[src/rtl/core/paft_pkg.sv]
// ============================================================================
// paft_pkg : shared definitions for the point affine transform unit
// Register map codes and fixed sizes used by the lanes, merge and top level.
// ============================================================================
package paft_pkg;

    // Three axes per point, one lane per matrix row
    localparam int AXES = 3;

    // Configuration port geometry: 64-bit data, registers on 8-byte strides
    localparam int DATA_BITS = 64;
    localparam int ADDR_BITS = 6;
    localparam int REG_LSB   = 3;
    localparam int IDX_BITS  = ADDR_BITS - REG_LSB;

    // Register indexes
    typedef enum logic [IDX_BITS-1:0] {
        REG_ROW_X = 3'd0,
        REG_ROW_Y = 3'd1,
        REG_ROW_Z = 3'd2,
        REG_OFF_X = 3'd3,
        REG_OFF_Y = 3'd4,
        REG_OFF_Z = 3'd5
    } reg_index_t;

endpackage

[src/rtl/core/paft_lane.sv]
// ============================================================================
// paft_lane : one matrix row of the transform
// Three coefficient products, offset add with rounding bias, then the
// rounded sum taken down to coordinate scale. Three register stages.
// ============================================================================
module paft_lane #(
    parameter int COORD_BITS = 24,
    parameter int COEF_BITS  = 18
) (
    input  logic                                   clk,
    input  logic                                   rst_n,
    input  logic                                   in_valid,
    input  logic signed [COORD_BITS-1:0]           point_x,
    input  logic signed [COORD_BITS-1:0]           point_y,
    input  logic signed [COORD_BITS-1:0]           point_z,
    input  logic        [3*COEF_BITS-1:0]          row,
    input  logic signed [COORD_BITS-1:0]           offset,
    output logic                                   out_valid,
    output logic signed [COORD_BITS+3:0]           out_value
);

    localparam int PROD_W = COORD_BITS + COEF_BITS;
    localparam int ACC_W  = PROD_W + 2;
    localparam int FRAC   = COEF_BITS - 2;
    localparam int SUM_W  = ACC_W - FRAC;

    logic signed [COEF_BITS-1:0] coef [paft_pkg::AXES];
    logic signed [PROD_W-1:0]    prod_next [paft_pkg::AXES];
    logic signed [PROD_W-1:0]    prod_reg  [paft_pkg::AXES];
    logic signed [PROD_W-3:0]    off_term;
    logic signed [ACC_W-1:0]     sum_a_next, sum_b_next;
    logic signed [ACC_W-1:0]     sum_a_reg, sum_b_reg;
    logic signed [ACC_W-1:0]     total;
    logic signed [SUM_W-1:0]     value_next, value_reg;
    logic [2:0]                  valid_reg;

    // Unpack row coefficients, column 0 in the low bits
    always_comb
    begin
        coef[0] = $signed(row[COEF_BITS-1:0]);
        coef[1] = $signed(row[2*COEF_BITS-1:COEF_BITS]);
        coef[2] = $signed(row[3*COEF_BITS-1:2*COEF_BITS]);
    end

    // Stage 1: products
    always_comb
    begin
        prod_next[0] = point_x * coef[0];
        prod_next[1] = point_y * coef[1];
        prod_next[2] = point_z * coef[2];
    end

    // Offset at product scale, with the half-LSB rounding bias in the zero bits
    assign off_term = $signed({offset, 1'b1, {(FRAC-1){1'b0}}});

    // Stage 2: pairwise partial sums
    always_comb
    begin
        sum_a_next = {{2{prod_reg[0][PROD_W-1]}}, prod_reg[0]}
                   + {{2{prod_reg[1][PROD_W-1]}}, prod_reg[1]};
        sum_b_next = {{2{prod_reg[2][PROD_W-1]}}, prod_reg[2]}
                   + {{4{off_term[PROD_W-3]}}, off_term};
    end

    // Stage 3: full sum, floor by dropping the fraction bits
    assign total      = sum_a_reg + sum_b_reg;
    assign value_next = total[ACC_W-1:FRAC];

    // Payload registers
    always_ff @(posedge clk)
    begin
        prod_reg[0] <= prod_next[0];
        prod_reg[1] <= prod_next[1];
        prod_reg[2] <= prod_next[2];
        sum_a_reg   <= sum_a_next;
        sum_b_reg   <= sum_b_next;
        value_reg   <= value_next;
    end

    // Beat tracking down the stages
    always_ff @(posedge clk or negedge rst_n)
    begin
        if (!rst_n)
        begin
            valid_reg <= '0;
        end
        else
        begin
            valid_reg <= {valid_reg[1:0], in_valid};
        end
    end

    assign out_valid = valid_reg[2];
    assign out_value = value_reg;

endmodule

[config.mk]
export PLATFORM = sky130hd
export DESIGN_NAME = paft_lane
export DESIGN_NICKNAME = d
export VERILOG_FILES = /design/src/rtl/core/paft_pkg.sv /design/src/rtl/core/paft_lane.sv
export SDC_FILE = /design/constraint.sdc
export NUM_CORES = 2
export LEC_CHECK = 0
export ABC_AREA = 1
export BUFFER_PORTS_ARGS = -buffer_cell sky130_fd_sc_hd__buf_2
export CAP_MARGIN = 25
export CORE_UTILIZATION = 50
export DETAILED_ROUTE_END_ITERATION = 8
export PLACE_DENSITY = 0.73
export SYNTH_ARGS = -nofsm -noshare
export SYNTH_HDL_FRONTEND = slang
export SYNTH_SLANG_ARGS = --single-unit
export TNS_END_PERCENT = 1
[constraint.sdc]
create_clock -name clk -period 4.55 [get_ports clk]
set_input_delay 0.2275 -clock clk [delete_from_list [all_inputs] [get_ports clk]]
set_output_delay 0.2275 -clock clk [all_outputs]
set_load 0.1 [all_outputs]
==> results.yml <==
synth:
  synth.largest_area_cell: "fa_1"
  ys_seq_area_share_pct: 7.698
  yosysTopAreaCellShare_pct: 40.33
  syn_nets: 10605
  synth_area_leaders: "fa_1 40%, nand2_1 16%, inv_1 15%"
  syn_area_sq_um: 63390
  synth_cell_types: 37
  syn_avg_cell_area_sq_um: 7.245
  postSynthCellCount: 8750
  yosys_warnings: 0
  synth-seq-cells: 243
critical_path:
  setup.worst_path.class: "input pin to flop"
  cp-start-kind: "input pin"
  critPathMaxFanout: 5
  worst-endpoint-arrival_ns: 5.35
  required_ns: 5.02
  cpPeakStageDelay_ns: 0.57
  cp_slowest_cell: "fa_2"
  crit_path_end_kind: "flop"
  critPathMostFrequentCell: "fa_1"
  crit_path_cell_trace: "buf_8 > clkinvlp_4 > buf_4 > or2_2 > fa_1 > fa_1 > inv_2 > fa_2 > fa_1 > fa_1 > inv_1 > fa_1 > inv_1 > ha_4 > nand2_1 > inv_2 > nand2_2 > nor3_2 > nand2_1 > nand2_2 > buf_4 > xor2_2"
detailed_routing:
  ant_nets: 0
  via_per_inst: 4.975
  drc: 0
  routed_wl_um: 183600
  via_count: 54932
  first_pass_iters: 6
  route.detailed.wl_per_inst_um: 16.63
  drt_iter0_drc: 3710
cts:
  clock_latency_ns: 0.58
  tritoncts: "yes"
  clock-sinks: 243
  numCtsBuffers: 28
  htree_num_levels: 1
  cts_buffer_depth: 3
  clk_pin_slew_ns: 0.06
  root_buffer: "clkbuf_16"
global_routing:
  track_usage_pct: 29.22
  grt_max_degree: 21
  grt_pass1_wl_um: 296800
  overflow: 0
  grt_pass1_vias: 57788
  antenna_found_initial: 1
sta:
  fin_tns_setup_ns: -12.71
  finalCriticalPeriod_ns: 4.876
  setup_violations: 75
  worstMarginPinSlew_ns: 0.5568
  fin_crit_sh_pct: 107.2
  rsz0062_at_grt: "yes"
  drv_slew: 0
  fin_ws_ns: -0.3262
  skew_ns: 0.02036
  hold_violations: 0
  maxSlewHeadroom_pct: 63.13
  fmax_mhz: 205.1
cells_and_area:
  fin_area_sq_um: 73920
  layout.nets: 11226
  layout-drive-gt1-share_pct: 14.23
  syn2layout_area_growth_pct: 16.62
  largest_reg_flops: 126
  fin_util_pct: 58.79
placed_design:
  globalplace.congestion: 1.010
  place_ws_ns: -1.213
  place_area_sq_um: 70920
  hpwlAfterDp_um: 162200
  port_buffers: 181
run:
  drv_cap: 0
floorplanning:
  die_w_um: 358.1
  io_pins: 182
  num_rows: 130
  die_height_um: 358.1
  start_util_pct: 50.42
  dieArea_sq_um: 128200
  core_area_sq_um: 125700
run_status:
  violations: "negative setup slack"
  status: "finished with violations"
min_path:
  hp-class: "input pin to flop"
==> routing by layer <==
layer  global-route usage (%)  vias to the layer above  share of wire, %
met4                    7.600                        2               2.8
met1                    38.92                    26886                42
li1                         -                    25954                 -
met2                    51.17                     1757                49
met5                        0                        -            0.0060
met3                    2.422                      333               5.7
==> worst paths after layout <==
kind                                    startpoint                 endpoint  slack, ns  cells past startpoint
setup / recovery                           row[35]  prod_reg[0][63]$_DFF_P_      -0.33                     22
hold / removal                          offset[15]    sum_b_reg[31]$_DFF_P_       0.11                      3
setup reg to reg           prod_reg[0][42]$_DFF_P_    sum_a_reg[24]$_DFF_P_       2.07                     13
hold reg to reg            prod_reg[0][96]$_DFF_P_    sum_b_reg[12]$_DFF_P_       0.32                      0
max in group asynchronous                    rst_n   valid_reg[0]$_DFF_PN0_       3.86                      3
min in group asynchronous                    rst_n   valid_reg[2]$_DFF_PN0_       0.53                      3
==> stage by stage <==
step           instances  hold WS, ns
2_1_floorplan       8750     -0.06809
3_3_place_gp       10971      0.02160
3_5_place_dp       10971      0.02728
4_1_cts            11033      0.09262
5_1_grt            11041       0.1182
6_report           11042       0.1132
==> layout make-up <==
| type | instances | area [sq um] |
|---|---|---|
| clock inverters | 16 | 215.2 |
| diodes | 1 | 2.502 |
| fillers | 11400 | 51810 |
| inverters | 2529 | 9500 |
| repair buffers | 843 | 6696 |
| multi-input cells | 5726 | 49790 |
| clock buffers | 34 | 774.5 |
| well taps | 1650 | 2064 |
| flip-flops and latches | 243 | 4880 |
==> worst max-delay path: cells and delay by family <==
family	cells	cell delay, ns
xor gates and xnor gates	1	0.23
adders and majority gates	7	3.20
buffers and inverters	8	0.86
and+or+nand+nor	6	0.82
==> repair_timing <==
item,4_1_cts,5_1_grt
hold endpoints to repair,4,0
pin swaps,37,66
endpoints found under the setup margin,88,92
setup buffers,9,8
hold buffers,3,0
gates resized for setup,242,193
==> cell usage in the layout, fill, tap and decap left out, drive strengths merged <==
| master | instances |
|---|---|
| a21o | 9 |
| a21oi | 181 |
| and2 | 2 |
| and3 | 3 |
| buf | 831 |
| bufinv | 4 |
| clkbuf | 43 |
| clkinv | 4 |
| clkinvlp | 6 |
| dfrtp | 3 |
| dfxtp | 240 |
| diode | 1 |
| dlygate4sd3 | 3 |
| fa | 1277 |
| ha | 425 |
| inv | 2531 |
| nand2 | 2766 |
| nand3 | 257 |
| nand3b | 10 |
| nand4 | 53 |
| nor2 | 474 |
| nor3 | 27 |
| nor4 | 1 |
| o211ai | 7 |
| o21a | 4 |
| o21ai | 44 |
| o21bai | 41 |
| or2 | 15 |
| xnor2 | 22 |
| xor2 | 108 |
==> synth_stat cells (all sizes together) <==
cell,instances
clkinv,1
nand4,53
buf,19
nand3b,10
nor4,1
fa,1277
a21oi,181
inv,2528
and2,2
dfxtp,240
or2,15
o21ai,44
a21o,9
xnor2,22
o21bai,41
xor2,108
nor3,27
and3,3
ha,425
o21a,4
clkbuf,233
nor2,474
nand2,2766
o211ai,7
nand3,257
dfrtp,3
==> cell families after synthesis <==
kind of cell,after synthesis,synth area share [%]
XOR/XNOR,130,1.796
AO/OA/AOI/OAI,286,2.578
flip-flops,243,7.698
AND/OR/NAND/NOR,3608,22.74
buffers and inverters,2781,16.47
adder cells (fa/ha/maj),1702,48.72
Power is not shown: default switching activity piles up to over one toggle a cycle in this logic, so the estimate is an artifact.
