==> config.mk <==
export PLATFORM = sky130hd
export DESIGN_NAME = paft_merge
export DESIGN_NICKNAME = d
export VERILOG_FILES = /design/src/rtl/core/paft_pkg.sv /design/src/rtl/core/paft_merge.sv
export SDC_FILE = /design/constraint.sdc
export NUM_CORES = 1
export LEC_CHECK = 0
export ABC_AREA = 1
export BUFFER_PORTS_ARGS = -buffer_cell sky130_fd_sc_hd__buf_2
export CORE_MARGIN = 5
export CORE_UTILIZATION = 36
export DETAILED_ROUTE_END_ITERATION = 7
export PLACE_DENSITY_LB_ADDON = 0.08
export SYNTH_ARGS = -nofsm -noshare
export SYNTH_HDL_FRONTEND = slang
export SYNTH_SLANG_ARGS = --single-unit
==> constraint.sdc <==
create_clock -name clk -period 0.8 [get_ports clk]
set_clock_uncertainty 0.05 [all_clocks]
set_input_delay 0.04 -clock clk [delete_from_list [all_inputs] [get_ports clk]]
set_output_delay 0.04 -clock clk [all_outputs]
set_load 0.02 [all_outputs]
==> src/rtl/core/paft_pkg.sv <==
// ============================================================================
// paft_pkg : shared definitions for the point affine transform unit
// Register map codes and fixed sizes used by the lanes, merge and top level.
// ============================================================================
package paft_pkg;

    // Three axes per point, one lane per matrix row
    localparam int AXES = 3;

    // Configuration port geometry: 64-bit data, registers on 8-byte strides
    localparam int DATA_BITS = 64;
    localparam int ADDR_BITS = 6;
    localparam int REG_LSB   = 3;
    localparam int IDX_BITS  = ADDR_BITS - REG_LSB;

    // Register indexes
    typedef enum logic [IDX_BITS-1:0] {
        REG_ROW_X = 3'd0,
        REG_ROW_Y = 3'd1,
        REG_ROW_Z = 3'd2,
        REG_OFF_X = 3'd3,
        REG_OFF_Y = 3'd4,
        REG_OFF_Z = 3'd5
    } reg_index_t;

endpackage

==> src/rtl/core/paft_merge.sv <==
// ============================================================================
// paft_merge : saturation and result register
// Clamps each lane value to the coordinate range, ORs the clip flags and
// registers the result beat.
// ============================================================================
module paft_merge #(
    parameter int COORD_BITS = 24
) (
    input  logic                          clk,
    input  logic                          rst_n,
    input  logic                          in_valid,
    input  logic signed [COORD_BITS+3:0]  lane_value [paft_pkg::AXES],
    output logic                          result_valid,
    output logic signed [COORD_BITS-1:0]  result_x,
    output logic signed [COORD_BITS-1:0]  result_y,
    output logic signed [COORD_BITS-1:0]  result_z,
    output logic                          clipped
);

    localparam int SUM_W = COORD_BITS + 4;

    logic signed [COORD_BITS-1:0] sat_value [paft_pkg::AXES];
    logic [paft_pkg::AXES-1:0]    lane_clip;
    logic signed [COORD_BITS-1:0] res_reg   [paft_pkg::AXES];
    logic                         valid_reg, clip_reg;
    logic                         clip_next;

    // Per-lane clamp: overflow when the top bits are not a plain sign run
    always_comb
    begin
        for (int i = 0; i < paft_pkg::AXES; i++)
        begin
            lane_clip[i] = !((&lane_value[i][SUM_W-1:COORD_BITS-1])
                           || !(|lane_value[i][SUM_W-1:COORD_BITS-1]));
            if (!lane_clip[i])
                sat_value[i] = lane_value[i][COORD_BITS-1:0];
            else if (lane_value[i][SUM_W-1])
                sat_value[i] = {1'b1, {(COORD_BITS-1){1'b0}}};
            else
                sat_value[i] = {1'b0, {(COORD_BITS-1){1'b1}}};
        end
    end

    assign clip_next = in_valid && (|lane_clip);

    // Result payload
    always_ff @(posedge clk)
    begin
        for (int i = 0; i < paft_pkg::AXES; i++)
            res_reg[i] <= sat_value[i];
    end

    // Strobe and flag
    always_ff @(posedge clk or negedge rst_n)
    begin
        if (!rst_n)
        begin
            valid_reg <= 1'b0;
            clip_reg  <= 1'b0;
        end
        else
        begin
            valid_reg <= in_valid;
            clip_reg  <= clip_next;
        end
    end

    assign result_valid = valid_reg;
    assign result_x     = res_reg[0];
    assign result_y     = res_reg[1];
    assign result_z     = res_reg[2];
    assign clipped      = clip_reg;

endmodule

==> results.toml, run 1 <==
[placement]
dp.cells = 486
post_dp_cell_area_um2 = 3160
place.gp.congestion = 0.728
post-dp-hpwl_mm = 4.57
portBuffers = 160

[sta]
period_minus_slack_ns = 0.931
worst_slack_ns = -0.131
setup_viol = 74
max_freq_ghz = 1.07
slew_violations = 0
slew_headroom_pct = 88.5
rsz0062_at_grt = "yes"
hold_viol = 0
finalCritPeriodShare_pct = 116
worst_pin_slew_ns = 0.172
finalSetupTns_ns = -4.58

[pwr]
p_switching_mw = 2.31
p_sw_share_pct = 24.5
finalPower_mw = 9.42
clkPwrFrac_pct = 36.0
p_int_mw = 7.12
pwr-share-comb_pct = 20.0
power_density_nw_per_um2 = 2010
vdd_drop_max_mv = 1.30
leakage_nw = 2.34
seqPwrFrac_pct = 44.0

[grt]
grt_pass1_vias = 2713
met1_usage_pct = 18.2
grt_antenna_before_repair = 0
top_usage_layer = "met2"
grt_pass1_wl_mm = 12.5
use_met3_pct = 8.10
globalRouteMet2Util_pct = 41.0
grt.overflow.total = 0
track_usage_pct = 21.2
grt_max_degree = 24

[die]
die_w_um = 88.9
initial_core_util_pct = 37.4
rows = 28
core_area_um2 = 5990
dieArea_um2 = 7900
pin_count = 161
die_height_um = 88.9

[logic_synthesis]
ys_top_cells_by_area = "dfxtp_1, nand2_1, dfrtp_1"
netlist-cell-type-count = 16
yosysWarnings = 0
synth_top_area_share_pct = 64.4
synth_nets = 342
syn_inst = 255
synth_area_um2 = 2240
avgSynthCellArea_um2 = 8.78
ys_seq_area_share_pct = 66.6
synth_seq_cells = 74
synth_area_leader_cell = "dfxtp_1"

[layout]
design_area_um2 = 4690
drive_above_1_share_pct = 52.0
largest_register_ffs = 72
area_growth_pct = 110
nets = 584
fin_util_pct = 78.3
diodes = 0
final_cells = 577
fill_cells = 399

[clock_network]
path_clk_slew_ns = 0.07
htreeDepth = 3
cts_tree = "done"
cts_inserted_buffers = 9
clkSinkCount = 74
clock_path_buffers = 2
cts-root-buf = "clkbuf_8"

[setup_path]
crit_chain = "buf_6"
end_kind = "primary output"
start_kind = "flop"
critPathKind = "reg2out"
cp_slowest_cell = "dfrtp_1"
worstPathMaxFanout = 1
cp.required_ns = 0.71
worst-path-buf-inv = 1
path_delay_family = "flip-flops"
cp_slowest_stage_delay_ns = 0.38
arrival_ns = 0.84

[routing]
vias = 2521
drt_first_pass_iters = 4
drtIter0Drc = 64
finalWirelength_mm = 8.34
wl_per_cell_um = 14.5
drt_drc_violations_left = 0
drtAntennaViolNets = 0
vias_per_cell = 4.37

[run_status]
outcome = "complete, but fails checks"
violations = "setup timing"

[job]
max_cap_viol_count = 0

[hold_path]
hold_class = "in2reg"
worst min-delay path, delay by kind of cell:
kind	cells	cell delay (ns)
buf+inv	1	0.10
simple gates	3	0.22
synthesized netlist by cell type:
library cell	n
clkbuf_1	3
nand2_4	1
buf_6	2
inv_2	1
nand3_2	1
buf_4	6
buf_2	4
nor2_1	9
nand4_1	2
nand2_2	1
inv_1	3
nand2_1	146
nand3_1	1
dfxtp_1	72
dfrtp_1	2
a21o_1	1
final timing paths:
check | startpoint | to | cells past startpoint
max in group asynchronous | rst_n | result_valid | 3
worst max-delay path | clipped | clipped | 1
min in group asynchronous | rst_n | clipped | 3
worst min-delay path | lane_value[83] | res_reg[0][16] | 4
cell families (layout without fill, tap and decap cells):
family | Yosys count | in the layout | share of synthesized area, %
flip-flops | 74 | 74 | 66.6
AND/OR/NAND/NOR | 161 | 161 | 28.0
buffers and inverters | 19 | 266 | 5.08
AO/OA/AOI/OAI | 1 | 1 | 0.335
layer usage:
layer  vias up  share of wire, %
met5         -                 0
met4         0               2.7
met3        24                11
met2       129                54
met1      1120                32
li1       1248                 -
what timing repair did:
action / in CTS / in global routing
buffers inserted: 0 / 0
hold buffers: 74 / 1
hold endpoints to repair: 76 / 1
gates resized for setup: 219 / 1
endpoints found under the setup margin: 74 / 74
power groups by stage:
stage | Sequential, mW | Clock [mW] | Combinational, mW
2_1_floorplan | 4.46 | 0 | 0.294
3_3_place_gp | 4.10 | 0 | 1.24
3_5_place_dp | 4.10 | 0 | 1.25
4_1_cts | 4.13 | 3.49 | 1.84
5_1_grt | 4.17 | 3.65 | 2.01
6_report | 4.14 | 3.39 | 1.89
final cells by class:
| cell class | instances | area [um^2] | share of cell area [%] |
|---|---|---|---|
| Timing Repair Buffer | 246 | 2130 | 45.5 |
| Sequential cell | 74 | 1580 | 33.7 |
| Multi-Input combinational cell | 162 | 634 | 13.5 |
| Clock buffer | 11 | 131 | 2.80 |
| Clock inverter | 5 | 103 | 2.19 |
| Tap cell | 75 | 93.8 | 2.00 |
| Inverter | 4 | 15.0 | 0.320 |
layout by cell type (no fill, tap or decap):
cell and count:
dfrtp_1 2, dfxtp_2 72, buf_6 74, inv_2 1, nand4_1 2, nand2_4 1, clkinv_2 1, dlygate4sd3_1 75
buf_4 8, a21o_1 1, clkinvlp_4 1, nand2_2 1, clkbuf_1 2, clkbuf_8 9, nand3_1 1, inv_1 3
bufinv_16 3, nor2_1 9, buf_12 3, nand3_2 1, buf_2 86, nand2_1 146
per-stage QoR:
step	hold slack, ns	setup slack [ns]
after floorplan	-0.306	0.0707
after global placement	-0.222	-0.0832
after detailed placement	-0.218	-0.107
after CTS	-0.223	-0.155
after global routing	0.0485	-0.170
final	0.0185	-0.131
(Power assumes the default switching activity.)
==> run 2, diff against run 1 <==
--- a/config.mk
+++ b/config.mk
@@ -11,6 +11,7 @@
 export CORE_UTILIZATION = 36
 export DETAILED_ROUTE_END_ITERATION = 7
 export PLACE_DENSITY_LB_ADDON = 0.08
+export SETUP_SLACK_MARGIN = 0.4
 export SYNTH_ARGS = -nofsm -noshare
 export SYNTH_HDL_FRONTEND = slang
 export SYNTH_SLANG_ARGS = --single-unit
==> run 2 against run 1 <==
  * The run ends with hold timing, setup timing left
  * Non-clock buffer count decreased by 60
  * Setup slack got worse by 0.0094 ns
  * Utilization increased by 4.4 points
  * Die area unchanged
  * Sequential cell count unchanged
  * Total power decreased by 6.7%
  * Critical endpoint unchanged
==> results.toml, run 2 (synthesis results as in run 1) <==
[routing]
drt_first_pass_iters = 4
drtAntennaViolNets = 0
drt_drc_violations_left = 0
drtIter0Drc = 24
wl_per_cell_um = 15.3
finalWirelength_mm = 7.92
vias_per_cell = 4.40
vias = 2277

[layout]
largest_register_ffs = 72
layout_common_cells = "buf_6, buf_2, dfxtp_4"
area_growth_pct = 121
layout_commonest_cell = "buf_6"
drive_above_1_share_pct = 84.4
fin_util_pct = 82.8
nets = 524
diodes = 0

[placement]
portBuffers = 160
post-dp-hpwl_mm = 4.72
place.gp.congestion = 0.750

[setup_path]
cp-startpoint = "clipped"
arrival_ns = 0.85
critPathKind = "reg2out"
path_delay_family = "flip-flops"
cp_slowest_cell = "dfrtp_1"
cp_num_cells = 1
cp.required_ns = 0.71
crit_chain = "buf_6"
worst-path-buf-inv = 1
worstPathMaxFanout = 1
crit_end = "clipped"
end_kind = "primary output"
start_kind = "flop"
cp_slowest_stage_delay_ns = 0.39

[run_status]
outcome = "complete, but fails checks"
violations = "hold timing, setup timing"

[sta]
slew_violations = 0
hold_viol = 75
holdWs_ns = -0.229
finalSetupTns_ns = -6.25
finalCritPeriodShare_pct = 118
setup_viol = 74
max_freq_ghz = 1.06
rsz0062_at_grt = "yes"
period_minus_slack_ns = 0.941
worst_pin_slew_ns = 0.149
worst_slack_ns = -0.141
slew_headroom_pct = 90.1

[die]
core_area_um2 = 5990
dieArea_um2 = 7900
die_height_um = 88.9
initial_core_util_pct = 37.4
rows = 28
pin_count = 161
die_w_um = 88.9

[grt]
grt_antenna_before_repair = 0
grt_max_degree = 12
grt_pass1_wl_mm = 11.7
grt.overflow.total = 0
track_usage_pct = 19.9
grt_pass1_vias = 2426

[pwr]
vdd_drop_max_mv = 1.21
finalPower_mw = 8.79
leakage_nw = 2.41
power_density_nw_per_um2 = 1770

[hold_path]
whs_path_depth = 1
hold_class = "in2reg"

[clock_network]
ctsHoldBuffers = 1
clkSinkCount = 74
clock_path_buffers = 2
cts_tree = "done"
cts-root-buf = "clkbuf_8"
htreeDepth = 3
path_clk_slew_ns = 0.07
cts_inserted_buffers = 9

[job]
max_cap_viol_count = 0
==> run 2: cell count changes in the layout (fill, tap and decap cells not counted), sizes merged <==
cell	change
dlygate4sd3	-74
buf	+14
bufinv	-2
clkinv	+2
clkbuf	+1
clkinvlp	-1
==> run 2: timing repair <==
action	CTS	global route
resized for setup	267	53
endpoints found under the setup margin	143	143
gates cloned	9	0
pin swaps	62	66
hold endpoints to repair	76	74
setup buffers	4	0
==> run 2: per-layer routing <==
| layer | share of wire [%] | global-route usage [%] | wire length [um] | vias up |
|---|---|---|---|---|
| met5 | 0 | 0 | 0 | - |
| met4 | 2.6 | 10.9 | 208 | 0 |
| met3 | 11 | 7.45 | 855 | 17 |
| met2 | 55 | 35.0 | 4360 | 109 |
| met1 | 32 | 20.1 | 2500 | 1027 |
| li1 | - | - | - | 1124 |
==> run 2: worst min path at each step <==
stage          slack [ns]            from             end
2_1_floorplan       -0.31           rst_n         clipped
3_3_place_gp        -0.22           rst_n         clipped
3_5_place_dp        -0.22           rst_n    result_valid
4_1_cts             -0.26  lane_value[27]  res_reg[0][71]
5_1_grt             -0.25  lane_value[27]  res_reg[0][71]
6_report            -0.23  lane_value[27]  res_reg[0][71]
==> run 2: cell type report <==
class                           count  area, um^2
Timing Repair Buffer              186        1810
Clock buffer                       12         135
Fill cell                         357        1030
Tap cell                           75        93.8
Clock inverter                      4        42.5
Multi-Input combinational cell    162        1090
Inverter                            4        17.5
Sequential cell                    74        1760
==> run 2: through the flow <==
stage                     instances  setup slack (ns)  area (um^2)
after floorplan                 255             0.111         2600
after global placement          487           -0.0551         3510
after detailed placement        487           -0.0827         3510
after CTS                       517            -0.165         4760
after global routing            517            -0.174         4960
final                           517            -0.141         4960
==> run 2: power by group <==
part           internal (mW)  leakage (nW)  total [mW]  switching (mW)
Combinational           1.07          1.67        2.06           0.982
Sequential              3.91         0.650        4.04           0.126
Clock                   1.42        0.0894        2.70            1.27
Total                   6.40          2.41        8.79            2.38
==> run 3, diff against run 2 <==
--- a/config.mk
+++ b/config.mk
@@ -7,8 +7,8 @@
 export LEC_CHECK = 0
 export ABC_AREA = 1
 export BUFFER_PORTS_ARGS = -buffer_cell sky130_fd_sc_hd__buf_2
-export CORE_MARGIN = 5
-export CORE_UTILIZATION = 36
+export CORE_MARGIN = 4
+export CORE_UTILIZATION = 40
 export DETAILED_ROUTE_END_ITERATION = 7
 export PLACE_DENSITY_LB_ADDON = 0.08
 export SETUP_SLACK_MARGIN = 0.4
==> constraint.sdc (replaced) <==
create_clock -name clk -period 1.1 [get_ports clk]
set_clock_uncertainty 0.05 [all_clocks]
set_input_delay 0.055 -clock clk [delete_from_list [all_inputs] [get_ports clk]]
set_output_delay 0.055 -clock clk [all_outputs]
set_load 0.02 [all_outputs]
==> run 3 against run 2 <==
  * The flow now finishes without violations
  * Setup slack better by 0.29 ns
  * Global-route usage is 3.6 points higher
  * Cell count is 10% higher
  * Routed wire length is 4.3% higher
  * Sequential power is 25% lower
  * Clock power is 26% lower
  * Total power is 27% lower
  * Critical path type unchanged
  * Critical path depth stayed put
  * Sequential share of layout area is 1.5 points lower
  * Combinational power is 33% lower
  * First-iteration DRC count grew to 4.6 times the previous value
==> results.toml, run 3 (synthesis results as in run 1) <==
[pwr]
p_sw_share_pct = 26.4
p_int_mw = 4.71
finalPower_mw = 6.40
power_density_nw_per_um2 = 1380
vdd_drop_max_mv = 1.38
leakage_nw = 2.34
p_switching_mw = 1.69
seqPwrFrac_pct = 47.1
pwr-share-comb_pct = 21.5
clkPwrFrac_pct = 31.4

[layout]
final_cells = 569
layout_common_cells = "nand2_1, buf_2, buf_6"
nets = 580
drive_above_1_share_pct = 52.2
largest_register_ffs = 72
design_area_um2 = 4650
layout_commonest_cell = "nand2_1"
area_growth_pct = 107

[grt]
globalRouteMet2Util_pct = 42.6
met1_usage_pct = 25.1
grt_pass1_vias = 2649
grt.overflow.total = 0
grt_max_degree = 24
use_met3_pct = 6.24
track_usage_pct = 23.4
top_usage_layer = "met2"
grt_antenna_before_repair = 0
grt_pass1_wl_mm = 13.0

[die]
initial_core_util_pct = 42.5
die_w_um = 82.8
rows = 26
pin_count = 161
die_height_um = 82.8
dieArea_um2 = 6860
core_area_um2 = 5270

[sta]
rsz0062_at_grt = "yes"
worst_pin_slew_ns = 0.200
period_minus_slack_ns = 0.948
hold_viol = 0
finalCritPeriodShare_pct = 86.1
slew_headroom_pct = 86.7
slew_violations = 0
finalSetupTns_ns = 0
max_freq_ghz = 1.06
setup_viol = 0

[setup_path]
start_kind = "flop"
cp_slowest_stage_delay_ns = 0.39
worst-path-buf-inv = 1
critPathKind = "reg2out"
cp.required_ns = 1.00
cp_slowest_cell = "dfrtp_1"
path_delay_family = "flip-flops"
worstPathMaxFanout = 1
end_kind = "primary output"
arrival_ns = 0.84
crit_chain = "buf_6"

[clock_network]
htreeDepth = 3
cts_inserted_buffers = 9
cts-root-buf = "clkbuf_8"
clock_path_buffers = 2
clkSinkCount = 74
cts_tree = "done"
path_clk_slew_ns = 0.07

[job]
max_cap_viol_count = 0

[placement]
post-dp-hpwl_mm = 4.41
place.gp.congestion = 0.845
portBuffers = 160
dp.cells = 478
post_dp_cell_area_um2 = 3150

[hold_path]
hold_class = "in2async"

[routing]
wl_per_cell_um = 14.5
drtAntennaViolNets = 0
vias_per_cell = 4.45
vias = 2530
drt_first_pass_iters = 5
drtIter0Drc = 111
drt_drc_violations_left = 0
finalWirelength_mm = 8.26

[run_status]
outcome = "complete, no violations"
run 3: power by group through the flow:
stage               Combinational, mW  Clock, mW  Sequential, mW
floorplan                       0.217          0            3.25
global placement                0.892          0            2.98
detailed placement              0.901          0            2.98
CTS                              1.33       2.02            3.01
global route                     1.46       2.17            3.03
finish                           1.37       2.01            3.02
run 3: what timing repair did:
action | in CTS | in global routing
hold endpoints to repair | 76 | 0
hold buffers | 74 | 0
gates resized for setup | 220 | 4
buffers inserted | 0 | 0
endpoints found under the setup margin | 74 | 78
run 3: layout make-up:
cell class	count	area [um^2]
antenna	1	2.50
clock buffer	11	131
clock inverter	5	55.1
fill	252	623
inverter	4	15.0
multi-input combinational	162	649
sequential	74	1580
tap	70	87.6
timing repair buffer	242	2120
run 3: final timing paths:
path	startpoint	to	slack, ns	depth (start not counted)
min in group clk	lane_value[55]	res_reg[0][27]	0.08	4
setup / recovery	clipped	clipped	0.15	1
max in group asynchronous	rst_n	result_valid	0.86	2
hold / removal	rst_n	clipped	0.04	2
run 3: metrics by stage:
stage / util (%) / worst slack (ns) / hold slack, ns
floorplan: - / 0.375 / -0.291
global placement: 59.9 / 0.173 / -0.210
detailed placement: 59.9 / 0.172 / -0.208
CTS: 87.9 / 0.147 / 0.000512
global route: 88.1 / 0.127 / 0.0293
finish: 88.2 / 0.152 / 0.0407
run 3: per-layer routing:
layer	up-vias	routed length, um
met5	-	0
met4	0	210
met3	17	668
met2	134	4290
met1	1142	3100
li1	1237	-
